**config.mk**
```make
export PLATFORM = sky130hd
export DESIGN_NAME = bld_ctrl
export DESIGN_NICKNAME = d
export VERILOG_FILES = /design/src/hw/rtl/bld_pkg.sv /design/src/hw/rtl/bld_ctrl.sv
export SDC_FILE = /design/constraint.sdc
export NUM_CORES = 1
export LEC_CHECK = 0
export BUFFER_PORTS_ARGS = -buffer_cell sky130_fd_sc_hd__buf_2
export CAP_MARGIN = 20
export CORE_MARGIN = 10
export CORE_UTILIZATION = 31
export CTS_BUF_LIST = sky130_fd_sc_hd__clkbuf_16
export CTS_CLUSTER_SIZE = 16
export DETAILED_ROUTE_END_ITERATION = 10
export SLEW_MARGIN = 20
export SYNTH_ARGS = -nofsm -noshare
export SYNTH_HDL_FRONTEND = slang
export SYNTH_SLANG_ARGS = --single-unit
```
**constraint.sdc**
```tcl
create_clock -name clk -period 5.85 [get_ports clk]
set_input_delay 0.585 -clock clk [delete_from_list [all_inputs] [get_ports clk]]
set_output_delay 0.585 -clock clk [all_outputs]
set_load 0.01 [all_outputs]
```
**src/hw/rtl/bld_pkg.sv**
```systemverilog
package bld_pkg;

  localparam int MAX_SAMPLES = 64;
  localparam int MAX_ITEMS   = 256;
  localparam int MAX_GROUPS  = 16;
  localparam int WEIGHT_BITS = 16;

  localparam int SW   = 6;          // sample index bits
  localparam int IW   = 8;          // item index bits
  localparam int GW   = 4;          // group label bits
  localparam int CW   = 9;          // count bits
  localparam int TW   = 22;         // total weight bits
  localparam int DW   = 35;         // scaled delta bits
  localparam int JAW  = SW + 2*GW;  // joint count address bits
  localparam int LAW  = SW + IW;    // sample label address bits

  localparam logic [2:0] MODE_LD_LABEL = 3'd0;
  localparam logic [2:0] MODE_LD_WEIGHT = 3'd1;
  localparam logic [2:0] MODE_LD_DEC   = 3'd2;
  localparam logic [2:0] MODE_REBUILD  = 3'd3;
  localparam logic [2:0] MODE_EVAL     = 3'd4;
  localparam logic [2:0] MODE_MOVE     = 3'd5;

  // Joint count write operations.
  localparam logic [2:0] JW_NONE  = 3'd0;
  localparam logic [2:0] JW_CLR   = 3'd1;
  localparam logic [2:0] JW_DEC_A = 3'd2;
  localparam logic [2:0] JW_INC_A = 3'd3;
  localparam logic [2:0] JW_INC_B = 3'd4;

  // Kinds of result.
  localparam logic [1:0] EMIT_OK   = 2'd0;
  localparam logic [1:0] EMIT_ERR  = 2'd1;
  localparam logic [1:0] EMIT_ZERO = 2'd2;
  localparam logic [1:0] EMIT_ACC  = 2'd3;

  // Group size read port selection.
  localparam logic [1:0] SZA_HGRP = 2'd0;
  localparam logic [1:0] SZA_DEC  = 2'd1;
  localparam logic [1:0] SZA_GRP  = 2'd2;

  localparam int REG_NUM_SAMPLES = 0;
  localparam int REG_NUM_ITEMS   = 1;
  localparam int REG_NUM_GROUPS  = 2;

  typedef struct packed {
    logic            cap;
    logic [SW-1:0]   s;
    logic            use_h;
    logic [IW-1:0]   h_item;
    logic            rd_lab;
    logic            rd_wt;
    logic            rd_dec;
    logic            wr_lab;
    logic            wr_wt;
    logic            wr_dec;
    logic            rd_joint;
    logic            b_move;
    logic [2:0]      jw;
    logic [JAW-1:0]  clr_addr;
    logic [1:0]      sz_addr;
    logic            sz_clr;
    logic            sz_move;
    logic            sz_inc;
    logic            ld_g;
    logic            tot_clr;
    logic            tot_add;
    logic            base;
    logic            acc_init;
    logic            issue;
    logic            emit;
    logic [1:0]      emit_kind;
    logic            last;
    logic [GW-1:0]   hgrp;
  } cmd_t;

  typedef struct packed {
    logic [2:0] mode;
    logic       lab_bad;
    logic       si_bad;
    logic       it_grp_bad;
    logic       it_bad;
    logic       g_bad;
    logic       g_eq_grp;
    logic       h_is_g;
    logic       size_zero;
    logic       pipe_idle;
  } sts_t;

endpackage

```
**src/hw/rtl/bld_ctrl.sv**
```systemverilog
module bld_ctrl (
  input  logic          clk,
  input  logic          rst,
  input  logic          start,
  input  logic [6:0]    ns,
  input  logic [8:0]    ni,
  input  logic [4:0]    ng,
  input  bld_pkg::sts_t sts,
  output bld_pkg::cmd_t cmd,
  output logic          busy
);

  localparam int JAW = bld_pkg::JAW;

  localparam logic [4:0] S_CLR     = 5'd0;
  localparam logic [4:0] S_IDLE    = 5'd1;
  localparam logic [4:0] S_DISP    = 5'd2;
  localparam logic [4:0] S_SUM_RD  = 5'd3;
  localparam logic [4:0] S_SUM_ADD = 5'd4;
  localparam logic [4:0] S_CHK     = 5'd5;
  localparam logic [4:0] S_MSZ     = 5'd6;
  localparam logic [4:0] S_MLAB    = 5'd7;
  localparam logic [4:0] S_MJRD    = 5'd8;
  localparam logic [4:0] S_MWA     = 5'd9;
  localparam logic [4:0] S_MWB     = 5'd10;
  localparam logic [4:0] S_RDEC    = 5'd11;
  localparam logic [4:0] S_RG      = 5'd12;
  localparam logic [4:0] S_RLAB    = 5'd13;
  localparam logic [4:0] S_RJRD    = 5'd14;
  localparam logic [4:0] S_RWA     = 5'd15;
  localparam logic [4:0] S_EGRP    = 5'd16;
  localparam logic [4:0] S_EBASE   = 5'd17;
  localparam logic [4:0] S_EINIT   = 5'd18;
  localparam logic [4:0] S_EISS    = 5'd19;
  localparam logic [4:0] S_EDRN    = 5'd20;
  localparam logic [4:0] S_EOUT    = 5'd21;
  localparam logic [4:0] S_DONE    = 5'd22;
  localparam logic [4:0] S_ERR     = 5'd23;

  logic [4:0]     state, state_next;
  logic [6:0]     s_cnt, s_cnt_next;
  logic [8:0]     h_cnt, h_cnt_next;
  logic [4:0]     g_cnt, g_cnt_next;
  logic [JAW-1:0] clr_cnt, clr_cnt_next;
  logic           rb, rb_next;
  logic           empty_seen, empty_seen_next;
  logic           g_last;

  assign busy   = state != S_IDLE;
  assign g_last = (g_cnt + 5'd1) == ng;

  always_ff @(posedge clk) begin
    if (rst) begin
      state      <= S_CLR;
      s_cnt      <= '0;
      h_cnt      <= '0;
      g_cnt      <= '0;
      clr_cnt    <= '0;
      rb         <= 1'b0;
      empty_seen <= 1'b0;
    end else begin
      state      <= state_next;
      s_cnt      <= s_cnt_next;
      h_cnt      <= h_cnt_next;
      g_cnt      <= g_cnt_next;
      clr_cnt    <= clr_cnt_next;
      rb         <= rb_next;
      empty_seen <= empty_seen_next;
    end
  end

  always_comb begin
    cmd             = '0;
    cmd.s           = s_cnt[bld_pkg::SW-1:0];
    cmd.h_item      = h_cnt[bld_pkg::IW-1:0];
    cmd.hgrp        = g_cnt[bld_pkg::GW-1:0];
    cmd.clr_addr    = clr_cnt;
    cmd.last        = g_last;
    state_next      = state;
    s_cnt_next      = s_cnt;
    h_cnt_next      = h_cnt;
    g_cnt_next      = g_cnt;
    clr_cnt_next    = clr_cnt;
    rb_next         = rb;
    empty_seen_next = empty_seen;

    case (state)
      S_CLR: begin
        cmd.jw       = bld_pkg::JW_CLR;
        clr_cnt_next = clr_cnt + JAW'(1);
        if (clr_cnt == '1) begin
          h_cnt_next = '0;
          state_next = rb ? S_RDEC : S_IDLE;
        end
      end
      S_IDLE: begin
        cmd.cap = start;
        if (start) begin
          state_next = S_DISP;
        end
      end
      S_DISP: begin
        s_cnt_next = '0;
        case (sts.mode)
          bld_pkg::MODE_LD_LABEL: begin
            cmd.wr_lab = !sts.lab_bad;
            state_next = sts.lab_bad ? S_ERR : S_DONE;
          end
          bld_pkg::MODE_LD_WEIGHT: begin
            cmd.wr_wt   = !sts.si_bad;
            cmd.tot_clr = !sts.si_bad;
            state_next  = sts.si_bad ? S_ERR : S_SUM_RD;
          end
          bld_pkg::MODE_LD_DEC: begin
            cmd.wr_dec = !sts.it_grp_bad;
            state_next = sts.it_grp_bad ? S_ERR : S_DONE;
          end
          bld_pkg::MODE_REBUILD: begin
            cmd.sz_clr   = 1'b1;
            clr_cnt_next = '0;
            rb_next      = 1'b1;
            state_next   = S_CLR;
          end
          bld_pkg::MODE_EVAL, bld_pkg::MODE_MOVE: begin
            cmd.rd_dec = 1'b1;
            state_next = S_CHK;
          end
          default: state_next = S_ERR;
        endcase
      end
      S_SUM_RD: begin
        if (s_cnt == ns) begin
          state_next = S_DONE;
        end else begin
          cmd.rd_wt  = 1'b1;
          state_next = S_SUM_ADD;
        end
      end
      S_SUM_ADD: begin
        cmd.tot_add = 1'b1;
        s_cnt_next  = s_cnt + 7'd1;
        state_next  = S_SUM_RD;
      end
      S_CHK: begin
        cmd.sz_addr     = bld_pkg::SZA_DEC;
        cmd.ld_g        = 1'b1;
        g_cnt_next      = '0;
        empty_seen_next = 1'b0;
        if (sts.mode == bld_pkg::MODE_EVAL) begin
          state_next = (sts.it_bad || sts.g_bad) ? S_ERR : S_EGRP;
        end else if (sts.it_grp_bad || sts.g_bad) begin
          state_next = S_ERR;
        end else if (sts.g_eq_grp) begin
          state_next = S_DONE;
        end else begin
          cmd.wr_dec = 1'b1;
          state_next = S_MSZ;
        end
      end
      S_MSZ: begin
        cmd.sz_addr = bld_pkg::SZA_GRP;
        cmd.sz_move = 1'b1;
        state_next  = S_MLAB;
      end
      S_MLAB: begin
        if (s_cnt == ns) begin
          state_next = S_DONE;
        end else begin
          cmd.rd_lab = 1'b1;
          state_next = S_MJRD;
        end
      end
      S_MJRD: begin
        cmd.rd_joint = 1'b1;
        cmd.b_move   = 1'b1;
        state_next   = S_MWA;
      end
      S_MWA: begin
        cmd.jw     = bld_pkg::JW_DEC_A;
        state_next = S_MWB;
      end
      S_MWB: begin
        cmd.jw     = bld_pkg::JW_INC_B;
        s_cnt_next = s_cnt + 7'd1;
        state_next = S_MLAB;
      end
      S_RDEC: begin
        s_cnt_next = '0;
        if (h_cnt == ni) begin
          rb_next     = 1'b0;
          cmd.tot_clr = 1'b1;
          state_next  = S_SUM_RD;
        end else begin
          cmd.use_h  = 1'b1;
          cmd.rd_dec = 1'b1;
          state_next = S_RG;
        end
      end
      S_RG: begin
        cmd.sz_addr = bld_pkg::SZA_DEC;
        cmd.ld_g    = 1'b1;
        cmd.sz_inc  = 1'b1;
        state_next  = S_RLAB;
      end
      S_RLAB: begin
        cmd.use_h = 1'b1;
        if (s_cnt == ns) begin
          h_cnt_next = h_cnt + 9'd1;
          state_next = S_RDEC;
        end else begin
          cmd.rd_lab = 1'b1;
          state_next = S_RJRD;
        end
      end
      S_RJRD: begin
        cmd.rd_joint = 1'b1;
        state_next   = S_RWA;
      end
      S_RWA: begin
        cmd.jw     = bld_pkg::JW_INC_A;
        s_cnt_next = s_cnt + 7'd1;
        state_next = S_RLAB;
      end
      S_EGRP: begin
        cmd.sz_addr = bld_pkg::SZA_HGRP;
        if (sts.size_zero) begin
          empty_seen_next = 1'b1;
        end
        if ((!sts.size_zero || !empty_seen) && !sts.h_is_g) begin
          state_next = S_EBASE;
        end else begin
          cmd.emit      = 1'b1;
          cmd.emit_kind = bld_pkg::EMIT_ZERO;
          g_cnt_next    = g_cnt + 5'd1;
          if (g_last) begin
            state_next = S_IDLE;
          end
        end
      end
      S_EBASE: begin
        cmd.sz_addr = bld_pkg::SZA_HGRP;
        cmd.base    = 1'b1;
        state_next  = S_EINIT;
      end
      S_EINIT: begin
        cmd.acc_init = 1'b1;
        s_cnt_next   = '0;
        state_next   = S_EISS;
      end
      S_EISS: begin
        if (s_cnt == ns) begin
          state_next = S_EDRN;
        end else begin
          cmd.rd_lab = 1'b1;
          cmd.rd_wt  = 1'b1;
          cmd.issue  = 1'b1;
          s_cnt_next = s_cnt + 7'd1;
        end
      end
      S_EDRN: begin
        if (sts.pipe_idle) begin
          state_next = S_EOUT;
        end
      end
      S_EOUT: begin
        cmd.emit      = 1'b1;
        cmd.emit_kind = bld_pkg::EMIT_ACC;
        g_cnt_next    = g_cnt + 5'd1;
        state_next    = g_last ? S_IDLE : S_EGRP;
      end
      S_DONE: begin
        cmd.emit      = 1'b1;
        cmd.emit_kind = bld_pkg::EMIT_OK;
        state_next    = S_IDLE;
      end
      S_ERR: begin
        cmd.emit      = 1'b1;
        cmd.emit_kind = bld_pkg::EMIT_ERR;
        state_next    = S_IDLE;
      end
      default: state_next = S_IDLE;
    endcase
  end

  a_reset_clears: assert property (@(posedge clk)
    ($past(rst) && !rst) |-> (state == S_CLR && clr_cnt == '0))
    else $error("clearing pass does not start after reset");

  a_accept_leaves_idle: assert property (@(posedge clk) disable iff (rst)
    (state == S_IDLE && start) |=> (state == S_DISP))
    else $error("accepted item not dispatched");

  a_acc_drained: assert property (@(posedge clk) disable iff (rst)
    (state == S_EOUT) |-> sts.pipe_idle)
    else $error("delta sent before the pipeline drained");

  a_no_issue_outside: assert property (@(posedge clk) disable iff (rst)
    cmd.issue |-> (state == S_EISS && s_cnt < ns))
    else $error("sample issued outside the evaluation loop");

endmodule

```
==> impl_metrics.toml <==
[clock_tree]
insertion_delay_ps = 290
postCtsResizedCells = 0
cts_max_path_buffers = 2
holdBufCountCts = 0
clock_tree.root_cell = "sky130_fd_sc_hd__clkbuf_16"
cts_tree = "done"
clkSlewWorstSetupHoldPaths_ps = 60
inserted_clock_buffers = 5
cts-htree-levels = 2
clock-sinks = 42
post-cts-setup-buffer-count = 0

[power]
static-leakage-power_nw = 1.601
ir_drop_v = 0.00009687
pd_cells_nw_per_um2 = 202.1

[floorplanning]
rows = 37
core-area_um2 = 10280
floorplan.die_area_um2 = 14950
design.portCount = 97
floorplan.initialDensity_pct = 31.56
die_y_um = 122.3
floorplan.die.width_um = 122.3

[finish]
layout-drive-gt1-share_pct = 24.35
diodes = 0
leading_cell_type_in_the_layout_fill_and_taps_excluded = "sky130_fd_sc_hd__buf_2"
multi_input_area_um2 = 2135
area_growth_pct = 17.98
nets = 540
area_of_all_sequential_standard_cells_um2 = 840.8
layout_common_cells = "sky130_fd_sc_hd__buf_2, sky130_fd_sc_hd__nor2_1, sky130_fd_sc_hd__dfxtp_1"
filler_cell_count = 1141

[route]
drtPass1Iterations = 5
drt-total-wl_mm = 10.56
num_vias = 3394
detail_route.wl_per_cell_um = 16.57
routed_vias_inst = 5.328
drtIter0Drc = 302
route.detailed.drc = 0
post_route_antenna_net_violation_count = 0

[placement]
gp_congestion = 0.9911
dpl_worst_slack_ps = 2778
dp.final_hpwl_mm = 8.270
place.port_buffers = 96

[sta]
setup_viols_final = 0
setup_tns_ps = 0
period_minus_slack_ps = 3413
final_slew_viol_count = 0
postLayoutSetupSlackWorst_ps = 2437
fmax_ghz = 0.2930
slew_headroom_pct = 42.12
fin_worst_skew_ps = 7.502
tightestPinTransition_ps = 867.0
total_count_of_hold_check_failures_in_the_final_report = 0
grt_setup_unrepaired = "false"
timing.final.crit_share_pct = 58.34

[yosys]
yosys_warnings = 0
post_synth_arst_share_pct = 0
synth.avg_cell_area_um2 = 7.473
synth_cell_types = 67
synth.area.top_cells = "sky130_fd_sc_hd__dfxtp_1, sky130_fd_sc_hd__xnor2_1, sky130_fd_sc_hd__nor2_1, sky130_fd_sc_hd__a21oi_1, sky130_fd_sc_hd__buf_4"
yosys_register_bits = 42
synth.cell_area_um2 = 3243
synth-edff-count = 0
ys.flop_type = "sky130_fd_sc_hd__dfxtp_1"
netlist.area_leader.share_pct = 25.93
leading_area_contributor_after_synthesis = "sky130_fd_sc_hd__dfxtp_1"
postSynthCellCount = 434
mappedNetlistNets = 474
ys_seq_area_share_pct = 25.93

[critical_path]
setup.worst_path.start = "state[1]$_SDFFE_PP0P_"
worst_r2r_path_depth = 6
endpoint_kind = "primary output"
critPathArrivalTime_ps = 2830
worst_setup_path_start_kind = "register"
worstPathMaxFanout = 21
setup.reg_to_reg.worst_slack_ps = 2810
setup.worst_path.class = "reg2out"
r2r_start = "state[0]$_SDFFE_PP0P_"
critPathRequiredTime_ps = 5270
r2r_end = "h_cnt[7]$_SDFFE_PP0P_"

[grt]
first_global_vias = 3321
grt_max_degree = 29
grt_antenna_before_repair = 0
overflow = 0
grt_first_pass_wirelength_mm = 16.82
track_usage_pct = 13.69

[hold_path]
holdCritStartpoint = "s_cnt[6]$_SDFFE_PP0P_"
holdPathEnd = "s_cnt[6]$_SDFFE_PP0P_"
min_delay_path_depth = 2
min-delay-path-class = "reg2reg"

[job]
cap_violations = 0

[outcome]
outcome = "complete, no violations"
[state kept, by name (all words and copies together), names as in the netlist]
signal,count
clr_cnt,14
empty_seen,1
g_cnt,5
h_cnt,9
rb,1
s_cnt,7
state,5
[where the power goes]
part           internal [mW]  total [mW]  switching [mW]
clock                  0.200       0.317           0.117
combinational         0.0542       0.139          0.0850
sequential             0.294       0.317          0.0222
[logic make-up after synthesis]
| family | share of synthesized area [%] |
|---|---|
| adders and majority gates | 1.543 |
| and+or+nand+nor | 33.30 |
| buffers and inverters | 8.256 |
| DFF | 25.93 |
| AOI/OAI and AO/OA | 20.87 |
| xor gates and xnor gates | 9.452 |
| muxes | 0.6559 |
[worst max path at each step]
stage / end / cells after the start
after floorplan: cmd[12] / 5
after global placement: cmd[12] / 5
after detailed placement: cmd[12] / 5
after CTS: cmd[12] / 5
after global routing: cmd[12] / 5
final: cmd[12] / 5
[worst max-delay path, stage by stage, from the launching register on]
cell                      delay (ps)
sky130_fd_sc_hd__dfxtp_1         830
sky130_fd_sc_hd__nor2b_1         450
sky130_fd_sc_hd__nand3_1         140
sky130_fd_sc_hd__nor4_1          770
sky130_fd_sc_hd__or2_2           230
sky130_fd_sc_hd__buf_2           130
[per-stage QoR]
step / hold WS, ps / util (%) / instances / total power [mW] / instance area (um^2)
after CTS: 496.5 / 37.23 / 637 / 0.7765 / 3826
after detailed placement: 488.1 / 35.61 / 629 / 0.4605 / 3660
after global placement: 475.7 / 35.61 / 629 / 0.4580 / 3660
after floorplan: 457.2 / - / 434 / 0.4126 / 3243
after global routing: 543.0 / 37.23 / 637 / 0.8081 / 3826
final: 496.2 / 37.23 / 637 / 0.7732 / 3826
[cell type report]
class	count	area share, %
tap	136	4.447
inverter	7	0.6867
clock buffer	5	3.270
clock inverter	3	1.079
multi-input combinational	347	55.79
timing repair buffer	97	12.75
sequential	42	21.98
[synth_stat cells, drive strengths merged, types with 9 or more instances]
| master | instances |
|---|---|
| dfxtp | 42 |
| nand3b | 9 |
| nor2 | 57 |
| xor2 | 10 |
| o21ai | 25 |
| nand3 | 23 |
| nand2b | 11 |
| nor3 | 16 |
| xnor2 | 25 |
| nand2 | 34 |
| buf | 29 |
| clkbuf | 9 |
| or3 | 10 |
| a21oi | 33 |
[metal layers]
layer | vias up | wire (um) | GRT usage [%]
li1 | 1662 | - | -
met1 | 1571 | 4766 | 18.15
met2 | 151 | 4571 | 20.46
met3 | 10 | 1092 | 4.500
met4 | 0 | 125 | 4.566
met5 | - | 0 | 0
No activity file was read; power rests on OpenSTA's default activity.
